===== src/rtl/sat_pkg.sv =====
// Shared types, codes and field widths of the sorted array table.
`default_nettype none
package sat_pkg;

   localparam int KEY_W            = 32;
   localparam int MODE_W           = 2;
   localparam int IDX_W            = 4;
   localparam int STATUS_W         = 2;
   localparam int POS_W            = 4;
   localparam int CNT_W            = 5;
   localparam int CAPACITY_DEFAULT = 16;

   typedef logic signed [KEY_W-1:0] key_type;

   localparam logic [MODE_W-1:0] MODE_INSERT = 2'd0;
   localparam logic [MODE_W-1:0] MODE_SEARCH = 2'd1;
   localparam logic [MODE_W-1:0] MODE_REMOVE = 2'd2;

   localparam logic [STATUS_W-1:0] ST_OK        = 2'd0;
   localparam logic [STATUS_W-1:0] ST_FULL      = 2'd1;
   localparam logic [STATUS_W-1:0] ST_NOT_FOUND = 2'd2;
   localparam logic [STATUS_W-1:0] ST_BAD_INDEX = 2'd3;

   typedef struct packed {
      logic [MODE_W-1:0] mode;
      key_type           key;
      logic [IDX_W-1:0]  index;
   } sat_req_type;

   typedef struct packed {
      logic [STATUS_W-1:0] status;
      logic [POS_W-1:0]    binary_position;
      logic [POS_W-1:0]    last_match_position;
      logic [CNT_W-1:0]    entry_count;
   } sat_rsp_type;

   typedef struct packed {
      logic compare;
      logic insert;
      logic remove;
   } sat_cell_ctrl_type;

   typedef enum logic [2:0] {
      S_IDLE,
      S_COMPARE,
      S_SEARCH,
      S_APPLY,
      S_FINISH
   } sat_state_type;

endpackage
`default_nettype wire


===== src/rtl/sat_cell.sv =====
// One table cell: holds one key, compares it with the probe, shifts with its neighbors.
`default_nettype none
module sat_cell #(
   parameter int CAPACITY = sat_pkg::CAPACITY_DEFAULT,
   parameter int INDEX    = 0,
   localparam int CW      = $clog2(CAPACITY + 1)
) (
   input  wire logic                          clock,
   input  wire sat_pkg::sat_cell_ctrl_type    ctrl,
   input  wire sat_pkg::key_type              key,
   input  wire logic [CW-1:0]                 count,
   input  wire logic [CW-1:0]                 ins_pos,
   input  wire logic [sat_pkg::IDX_W-1:0]     rem_idx,
   input  wire sat_pkg::key_type              prev_entry,
   input  wire sat_pkg::key_type              next_entry,
   output sat_pkg::key_type                   entry,
   output logic                               le,
   output logic                               eq
);
   import sat_pkg::*;

   key_type entry_ff, entry_in;
   logic    le_ff, le_in, eq_ff, eq_in;
   logic    in_use;

   always_comb begin
      in_use   = 32'(INDEX) < 32'(count);
      entry_in = entry_ff;
      le_in    = le_ff;
      eq_in    = eq_ff;
      if (ctrl.compare) begin
         le_in = in_use && !(key < entry_ff);
         eq_in = in_use && (key == entry_ff);
      end
      // open a gap at the insert point, or close the one left by a removal
      if (ctrl.insert) begin
         if (32'(INDEX) == 32'(ins_pos)) begin
            entry_in = key;
         end else if (32'(INDEX) > 32'(ins_pos)) begin
            entry_in = prev_entry;
         end
      end else if (ctrl.remove) begin
         if (32'(INDEX) >= 32'(rem_idx)) begin
            entry_in = next_entry;
         end
      end
   end

   always_ff @(posedge clock) begin
      entry_ff <= entry_in;
      le_ff    <= le_in;
      eq_ff    <= eq_in;
   end

   assign entry = entry_ff;
   assign le    = le_ff;
   assign eq    = eq_ff;

endmodule
`default_nettype wire


===== src/rtl/sat_search.sv =====
// Binary search stepper over the registered cell compare vectors.
`default_nettype none
module sat_search #(
   parameter int CAPACITY = sat_pkg::CAPACITY_DEFAULT,
   localparam int CW      = $clog2(CAPACITY + 1),
   localparam int AW      = $clog2(CAPACITY)
) (
   input  wire logic                clock,
   input  wire logic                start,
   input  wire logic [CW-1:0]       count,
   input  wire logic [CAPACITY-1:0] le_vec,
   input  wire logic [CAPACITY-1:0] eq_vec,
   output logic                     done,
   output logic                     hit,
   output logic [AW-1:0]            hit_pos,
   output logic [CW-1:0]            upper
);
   import sat_pkg::*;

   logic signed [CW:0] lo_ff, lo_in, hi_ff, hi_in;
   logic [CW-1:0]      ub_lo_ff, ub_lo_in, ub_hi_ff, ub_hi_in;
   logic               hit_ff, hit_in;
   logic [AW-1:0]      hit_pos_ff, hit_pos_in;
   logic               a_run, b_run;
   logic [CW+1:0]      a_sum;
   logic [AW-1:0]      a_mid;
   logic [CW:0]        a_mid_ext;
   logic [CW:0]        b_sum;
   logic [AW-1:0]      b_mid;

   always_comb begin
      // floor-midpoint search that stops on the first hit
      a_run     = !hit_ff && (lo_ff <= hi_ff);
      a_sum     = (CW+2)'(lo_ff) + (CW+2)'(hi_ff);
      a_mid     = a_sum[AW:1];
      a_mid_ext = (CW+1)'(a_mid);
      // upper bound: count of valid keys less than or equal to the probe
      b_run     = ub_lo_ff < ub_hi_ff;
      b_sum     = (CW+1)'(ub_lo_ff) + (CW+1)'(ub_hi_ff);
      b_mid     = b_sum[AW:1];

      lo_in      = lo_ff;
      hi_in      = hi_ff;
      hit_in     = hit_ff;
      hit_pos_in = hit_pos_ff;
      ub_lo_in   = ub_lo_ff;
      ub_hi_in   = ub_hi_ff;

      if (start) begin
         lo_in    = '0;
         hi_in    = $signed((CW+1)'(count) - (CW+1)'(1));
         hit_in   = 1'b0;
         ub_lo_in = '0;
         ub_hi_in = count;
      end else begin
         if (a_run) begin
            if (eq_vec[a_mid]) begin
               hit_in     = 1'b1;
               hit_pos_in = a_mid;
            end else if (le_vec[a_mid]) begin
               lo_in = $signed(a_mid_ext + (CW+1)'(1));
            end else begin
               hi_in = $signed(a_mid_ext - (CW+1)'(1));
            end
         end
         if (b_run) begin
            if (le_vec[b_mid]) begin
               ub_lo_in = CW'(b_mid) + CW'(1);
            end else begin
               ub_hi_in = CW'(b_mid);
            end
         end
      end
   end

   always_ff @(posedge clock) begin
      lo_ff      <= lo_in;
      hi_ff      <= hi_in;
      hit_ff     <= hit_in;
      hit_pos_ff <= hit_pos_in;
      ub_lo_ff   <= ub_lo_in;
      ub_hi_ff   <= ub_hi_in;
   end

   assign done    = !a_run && !b_run;
   assign hit     = hit_ff;
   assign hit_pos = hit_pos_ff;
   assign upper   = ub_lo_ff;

endmodule
`default_nettype wire


===== src/rtl/sorted_array_table.sv =====
// Top level of the sorted array table: cell row, search stepper, sequencer, result register.
//
// Keeps up to CAPACITY signed 32-bit keys in ascending order in a row of
// cells, one key per cell. A request beat carries a mode (insert, search,
// remove at index), a key and an index; each request gives exactly one
// response beat with a status, the insert or binary-search position, the
// last index holding a searched key, and the entry count after the
// operation. One operation at a time: a request passes the compare
// state, the binary-search steps, a shift state if it changes the table,
// and the finish state. The search stepper walks the floor-midpoint
// search and the upper-bound search side by side, one probe of each per
// cycle, over the compare flags that every cell registers at once. A new
// request is taken while the previous response still waits in the output
// register. Entries at or above the count hold no defined value and are
// never reported.
`default_nettype none
module sorted_array_table #(
   parameter int CAPACITY = sat_pkg::CAPACITY_DEFAULT
) (
   input  wire logic                 clock,
   input  wire logic                 reset,
   input  wire logic                 req_valid,
   output logic                      req_ready,
   input  wire sat_pkg::sat_req_type req_data,
   output logic                      rsp_valid,
   input  wire logic                 rsp_ready,
   output sat_pkg::sat_rsp_type      rsp_data
);
   import sat_pkg::*;

   localparam int CW = $clog2(CAPACITY + 1);
   localparam int AW = $clog2(CAPACITY);

   // sequencer state and per-request registers
   sat_state_type state_ff, state_in;
   sat_req_type   req_ff, req_in;
   logic          ins_ok_ff, ins_ok_in;
   logic          rem_ok_ff, rem_ok_in;
   logic [CW-1:0] count_ff, count_in;
   sat_rsp_type   rsp_ff, rsp_in;
   logic          rsp_valid_ff, rsp_valid_in;

   // cell row
   sat_cell_ctrl_type cell_ctrl;
   key_type           entry_w [CAPACITY];
   logic [CAPACITY-1:0] le_vec, eq_vec;

   // search stepper
   logic          search_start;
   logic          search_done;
   logic          search_hit;
   logic [AW-1:0] search_hit_pos;
   logic [CW-1:0] search_upper;

   for (genvar i = 0; i < CAPACITY; i++) begin : g_cell
      key_type prev_w, next_w;
      if (i == 0) begin : g_first
         assign prev_w = entry_w[i];
      end else begin : g_prev
         assign prev_w = entry_w[i-1];
      end
      if (i == CAPACITY - 1) begin : g_last
         assign next_w = entry_w[i];
      end else begin : g_next
         assign next_w = entry_w[i+1];
      end
      sat_cell #(
         .CAPACITY (CAPACITY),
         .INDEX    (i)
      ) u_cell (
         .clock      (clock),
         .ctrl       (cell_ctrl),
         .key        (req_ff.key),
         .count      (count_ff),
         .ins_pos    (search_upper),
         .rem_idx    (req_ff.index),
         .prev_entry (prev_w),
         .next_entry (next_w),
         .entry      (entry_w[i]),
         .le         (le_vec[i]),
         .eq         (eq_vec[i])
      );
   end

   sat_search #(
      .CAPACITY (CAPACITY)
   ) u_search (
      .clock   (clock),
      .start   (search_start),
      .count   (count_ff),
      .le_vec  (le_vec),
      .eq_vec  (eq_vec),
      .done    (search_done),
      .hit     (search_hit),
      .hit_pos (search_hit_pos),
      .upper   (search_upper)
   );

   always_ff @(posedge clock) begin
      if (reset) begin
         state_ff     <= S_IDLE;
         count_ff     <= '0;
         rsp_valid_ff <= 1'b0;
      end else begin
         state_ff     <= state_in;
         count_ff     <= count_in;
         rsp_valid_ff <= rsp_valid_in;
      end
   end

   always_ff @(posedge clock) begin
      req_ff    <= req_in;
      ins_ok_ff <= ins_ok_in;
      rem_ok_ff <= rem_ok_in;
      rsp_ff    <= rsp_in;
   end

   always_comb begin
      state_in     = state_ff;
      req_in       = req_ff;
      ins_ok_in    = ins_ok_ff;
      rem_ok_in    = rem_ok_ff;
      count_in     = count_ff;
      rsp_in       = rsp_ff;
      // drop the response once taken
      rsp_valid_in = rsp_valid_ff && !rsp_ready;
      req_ready    = 1'b0;
      search_start = 1'b0;
      cell_ctrl    = '0;

      case (state_ff)
         S_IDLE: begin
            // hold off requests while reset is applied
            req_ready = !reset;
            if (req_valid && req_ready) begin
               // capture the beat and judge room and index against the current count
               req_in    = req_data;
               ins_ok_in = count_ff < CW'(CAPACITY);
               rem_ok_in = 32'(req_data.index) < 32'(count_ff);
               state_in  = S_COMPARE;
            end
         end
         S_COMPARE: begin
            // every cell compares its key with the probe in the same cycle
            cell_ctrl.compare = 1'b1;
            search_start      = 1'b1;
            state_in          = S_SEARCH;
         end
         S_SEARCH: begin
            if (search_done) begin
               if ((req_ff.mode == MODE_INSERT && ins_ok_ff) ||
                   (req_ff.mode == MODE_REMOVE && rem_ok_ff)) begin
                  state_in = S_APPLY;
               end else begin
                  state_in = S_FINISH;
               end
            end
         end
         S_APPLY: begin
            // shift the row by one place and adjust the count
            if (req_ff.mode == MODE_INSERT) begin
               cell_ctrl.insert = 1'b1;
               count_in         = count_ff + CW'(1);
            end else begin
               cell_ctrl.remove = 1'b1;
               count_in         = count_ff - CW'(1);
            end
            state_in = S_FINISH;
         end
         S_FINISH: begin
            // hold until the output register is free
            if (!rsp_valid_ff || rsp_ready) begin
               rsp_in.status              = ST_OK;
               rsp_in.binary_position     = '0;
               rsp_in.last_match_position = '0;
               rsp_in.entry_count         = CNT_W'(32'(count_ff));
               case (req_ff.mode)
                  MODE_INSERT: begin
                     if (ins_ok_ff) begin
                        rsp_in.binary_position = POS_W'(32'(search_upper));
                     end else begin
                        rsp_in.status = ST_FULL;
                     end
                  end
                  MODE_SEARCH: begin
                     if (search_hit) begin
                        rsp_in.binary_position     = POS_W'(32'(search_hit_pos));
                        rsp_in.last_match_position =
                           POS_W'(32'(search_upper - CW'(1)));
                     end else begin
                        rsp_in.status = ST_NOT_FOUND;
                     end
                  end
                  MODE_REMOVE: begin
                     if (!rem_ok_ff) begin
                        rsp_in.status = ST_BAD_INDEX;
                     end
                  end
                  default: begin
                     rsp_in.status = ST_OK;
                  end
               endcase
               rsp_valid_in = 1'b1;
               state_in     = S_IDLE;
            end
         end
         default: begin
            state_in = S_IDLE;
         end
      endcase
   end

   assign rsp_valid = rsp_valid_ff;
   assign rsp_data  = rsp_ff;

   // the count moves only while the row shifts
   a_count_only_in_apply: assert property (@(posedge clock) disable iff (reset)
      (state_ff != S_APPLY) |=> $stable(count_ff))
      else $error("entry count changed outside the shift cycle");

   a_insert_grows: assert property (@(posedge clock) disable iff (reset)
      (state_ff == S_APPLY && req_ff.mode == MODE_INSERT) |=>
         (count_ff == $past(count_ff) + CW'(1)))
      else $error("insert did not grow the count by one");

   a_count_bound: assert property (@(posedge clock) disable iff (reset)
      (state_ff == S_APPLY) |-> (count_ff <= CW'(CAPACITY)))
      else $error("entry count above capacity");

   a_rsp_from_finish: assert property (@(posedge clock) disable iff (reset)
      $rose(rsp_valid_ff) |-> $past(state_ff == S_FINISH))
      else $error("response raised outside the finish state");

endmodule
`default_nettype wire

===== config.mk =====
export PLATFORM = sky130hd
export DESIGN_NAME = sorted_array_table
export DESIGN_NICKNAME = d
export VERILOG_FILES = /design/src/rtl/sat_pkg.sv /design/src/rtl/sat_cell.sv /design/src/rtl/sat_search.sv /design/src/rtl/sorted_array_table.sv
export SDC_FILE = /design/constraint.sdc
export NUM_CORES = 2
export LEC_CHECK = 0
export ABC_AREA = 1
export BUFFER_PORTS_ARGS = -buffer_cell sky130_fd_sc_hd__buf_2
export CAP_MARGIN = 20
export CORE_ASPECT_RATIO = 1.5
export CORE_MARGIN = 8
export CORE_UTILIZATION = 53
export CTS_BUF_LIST = sky130_fd_sc_hd__clkbuf_8
export CTS_CLUSTER_DIAMETER = 100
export DETAILED_ROUTE_END_ITERATION = 8
export GPL_TIMING_DRIVEN = 0
export PLACE_DENSITY_LB_ADDON = 0.3
export SLEW_MARGIN = 10
export SYNTH_ARGS = -nofsm -noshare
export SYNTH_HDL_FRONTEND = slang
export SYNTH_HIERARCHICAL = 1
export SYNTH_SLANG_ARGS = --single-unit
export TNS_END_PERCENT = 10

===== constraint.sdc =====
create_clock -name clock -period 8.7 [get_ports clock]
set_input_delay 2.61 -clock clock [delete_from_list [all_inputs] [get_ports clock]]
set_output_delay 2.61 -clock clock [all_outputs]
set_load 0.02 [all_outputs]

==> results_dict.tcl <==
set metrics [dict create \
    grt_pass1_wl_um 212000 \
    drt_first_pass_iters 6 \
    power.density_mw_per_mm2 182 \
    clk_latency_ns 0.80 \
    hpwl_um 110000 \
    crit_path_cell_trace "buf_2 -> clkbuf_1 -> nor2_1 -> buf_2" \
    maxSlewHeadroom 0.211 \
    crit_path_frequent_cell "buf_2" \
    wl_per_cell_um 18.7 \
    grt_usage 0.270 \
    cts.sinks 634 \
    drcViolationCount 0 \
    status "finished, final reports clean" \
    yosysWarnings 6 \
    synth-seq-area-share 0.401 \
    antenna_found_initial 1 \
    place_congestion 0.941 \
    syn_area_per_cell_um2 7.97 \
    fin_util 0.589 \
    cts_hold_buf 0 \
    hold_slack_ns 0.495 \
    cts_buffer_depth 3 \
    synthMostInstantiatedCell "nand2_1" \
    ant_nets 0 \
    arrival_ns 3.42 \
    cts_setup_buffers 0 \
    synth_common_cells "1,353 x nand2_1, 797 x a21oi_1, 787 x inv_1" \
    root_buffer "clkbuf_8" \
    skew_ns 0.0370 \
    crit_required_ns 6.09 \
    initial_core_util 0.535 \
    cts_made_buffers 106 \
    viasPerCell 5.58 \
    io_buffers 58 \
    nNetsFinal 6694 \
    drt-total-wl_um 137000 \
    ctsHtreeMaxLevel 3 \
    die_x_um 259 \
    grt.overflow.total 0 \
    drtIter0Drc 2795 \
    final_cell_count_no_fill 7344 \
    cp-start-kind "input port" \
    cts_tree "built" \
    fin_setup_tns_ns 0 \
    fmax_mhz 166 \
    cts_resized 0 \
    synthToLayoutAreaGrowth_pct 10.1 \
    synthCells 5890 \
    setup_viol_count_final 0 \
    synth_top_area_share 0.393 \
    synth.largest_area_cell "edfxtp_1" \
    maxCapViolCount 0 \
    hold_viol 0 \
    row_count 133 \
    synth_cell_types 65 \
    cp_slowest_cell "clkbuf_1" \
    critPathKind "in -> out" \
    rsz0062_at_grt "no" \
    hold_class "reg -> reg" \
    slowest_delay_ns 0.40 \
    io_pins 59 \
    coreArea_mm2 0.0877 \
    worst-slew-pin-transition_ns 1.18 \
    crit_path_end_kind "output port" \
    slew_violations 0 \
    ir_drop_mv 0.200 \
    synth_top_flop_cell "edfxtp_1" \
    vias 40972 \
    ys_ff_latch 634 \
    dp.cells 7146 \
    die_h_um 380 \
    fp.dieArea_mm2 0.0985 \
    drive_gt1_frac 0.0875 \
    post-route-period-util 0.693 \
    synth_edf_count 614 \
    ys_top_cells_by_area "edfxtp_1 39%, ha_1 14%, nand2_1 11%" \
    min_period_ns 6.03 \
    grt_max_degree 33 \
    crit_fanout 10 \
    synthArstFlopShare 0 \
    first_global_vias 41748 \
    clkTransAtPathRegs_ns 0.06 \
    cellLeakagePower_nw 23.9 \
    syn-num-nets 6472 \
    syn_area_mm2 0.0469 \
]
==> critical path, delay by kind of cell <==
| kind | cells | cell delay (ns) |
|---|---|---|
| AND/OR/NAND/NOR | 1 | 0.10 |
| buffers and inverters | 3 | 0.69 |
==> state kept, by name, indices dropped and copies added (netlist names), 5 cells and up <==
register,count
u_search/lo_ff,5
u_search/hi_ff,6
g_cell.u_cell/eq,16
g_cell.u_cell/entry,512
u_search/upper,5
rsp_data,15
g_cell.u_cell/le,16
req_ff,38
count_ff,5
u_search/ub_hi_ff,5
==> routing by layer <==
metal	up-vias	wire, um	global-route usage
li1	20256	-	-
met5	-	0	0
met3	485	6910	0.0305
met4	0	13200	0.240
met2	1381	70300	0.500
met1	18850	47100	0.259
==> report_power, final <==
part	internal (W)	switching (W)
Clock	0.00118	0.00131
Combinational	0.00102	0.00224
Sequential	0.00349	0.000162
==> per-stage QoR <==
stage | power, W | instance area (um^2) | setup slack (ns)
after CTS | 0.00941 | 51600 | 2.69
after global placement | 0.00673 | 48700 | 0.0774
after detailed placement | 0.00691 | 49700 | 2.69
after floorplan | 0.00591 | 46900 | 2.61
final | 0.00940 | 51700 | 2.67
after global routing | 0.00987 | 51700 | 2.64
==> path summary, 6_finish.rpt <==
check                    startpoint                         to  slack, ns  cells after the start
hold / removal    u_search/lo_ff[4]          u_search/lo_ff[4]       0.49                      2
setup / recovery              reset                  req_ready       2.67                      4
setup reg to reg        state_ff[2]  g_cell[8].u_cell/entry[6]       4.39                     11
hold reg to reg   u_search/lo_ff[4]          u_search/lo_ff[4]       0.49                      2
==> cells by family (layout without fill, tap and decap cells) <==
group / after synthesis / in the layout / synth area share
buffers and inverters: 1054 / 1360 / 0.0921
xor gates and xnor gates: 12 / 12 / 0.00280
other: 0 / 1 / 0
and+or+nand+nor: 2402 / 2402 / 0.216
DFF: 634 / 634 / 0.401
AOI/OAI and AO/OA: 1248 / 1248 / 0.143
adders and majority gates: 540 / 540 / 0.144
==> area by class of cell <==
class	count	area (um^2)
clock buffer	111	1530
tap	1147	1440
clock inverter	81	359
multi-input combinational	4202	23900
fill	7915	36000
timing repair buffer	114	1270
buffer	230	1220
antenna	1	2.50
sequential	634	18800
inverter	824	3100
==> cells in the final DEF, fill, tap and decap left out, drive strengths merged, types with 8 or more instances in the layout <==
cell	count
nand2b	31
o21a	33
o21ai	235
a21oi	804
and3	8
dfxtp	20
nand4	147
nand2	1386
inv	857
a31oi	133
clkbuf	209
nor2	686
nor3	35
nand3	91
ha	538
buf	246
clkinv	47
a21o	20
xor2	9
edfxtp	614
nor4	8
No activity file was read; power rests on OpenSTA's default activity.
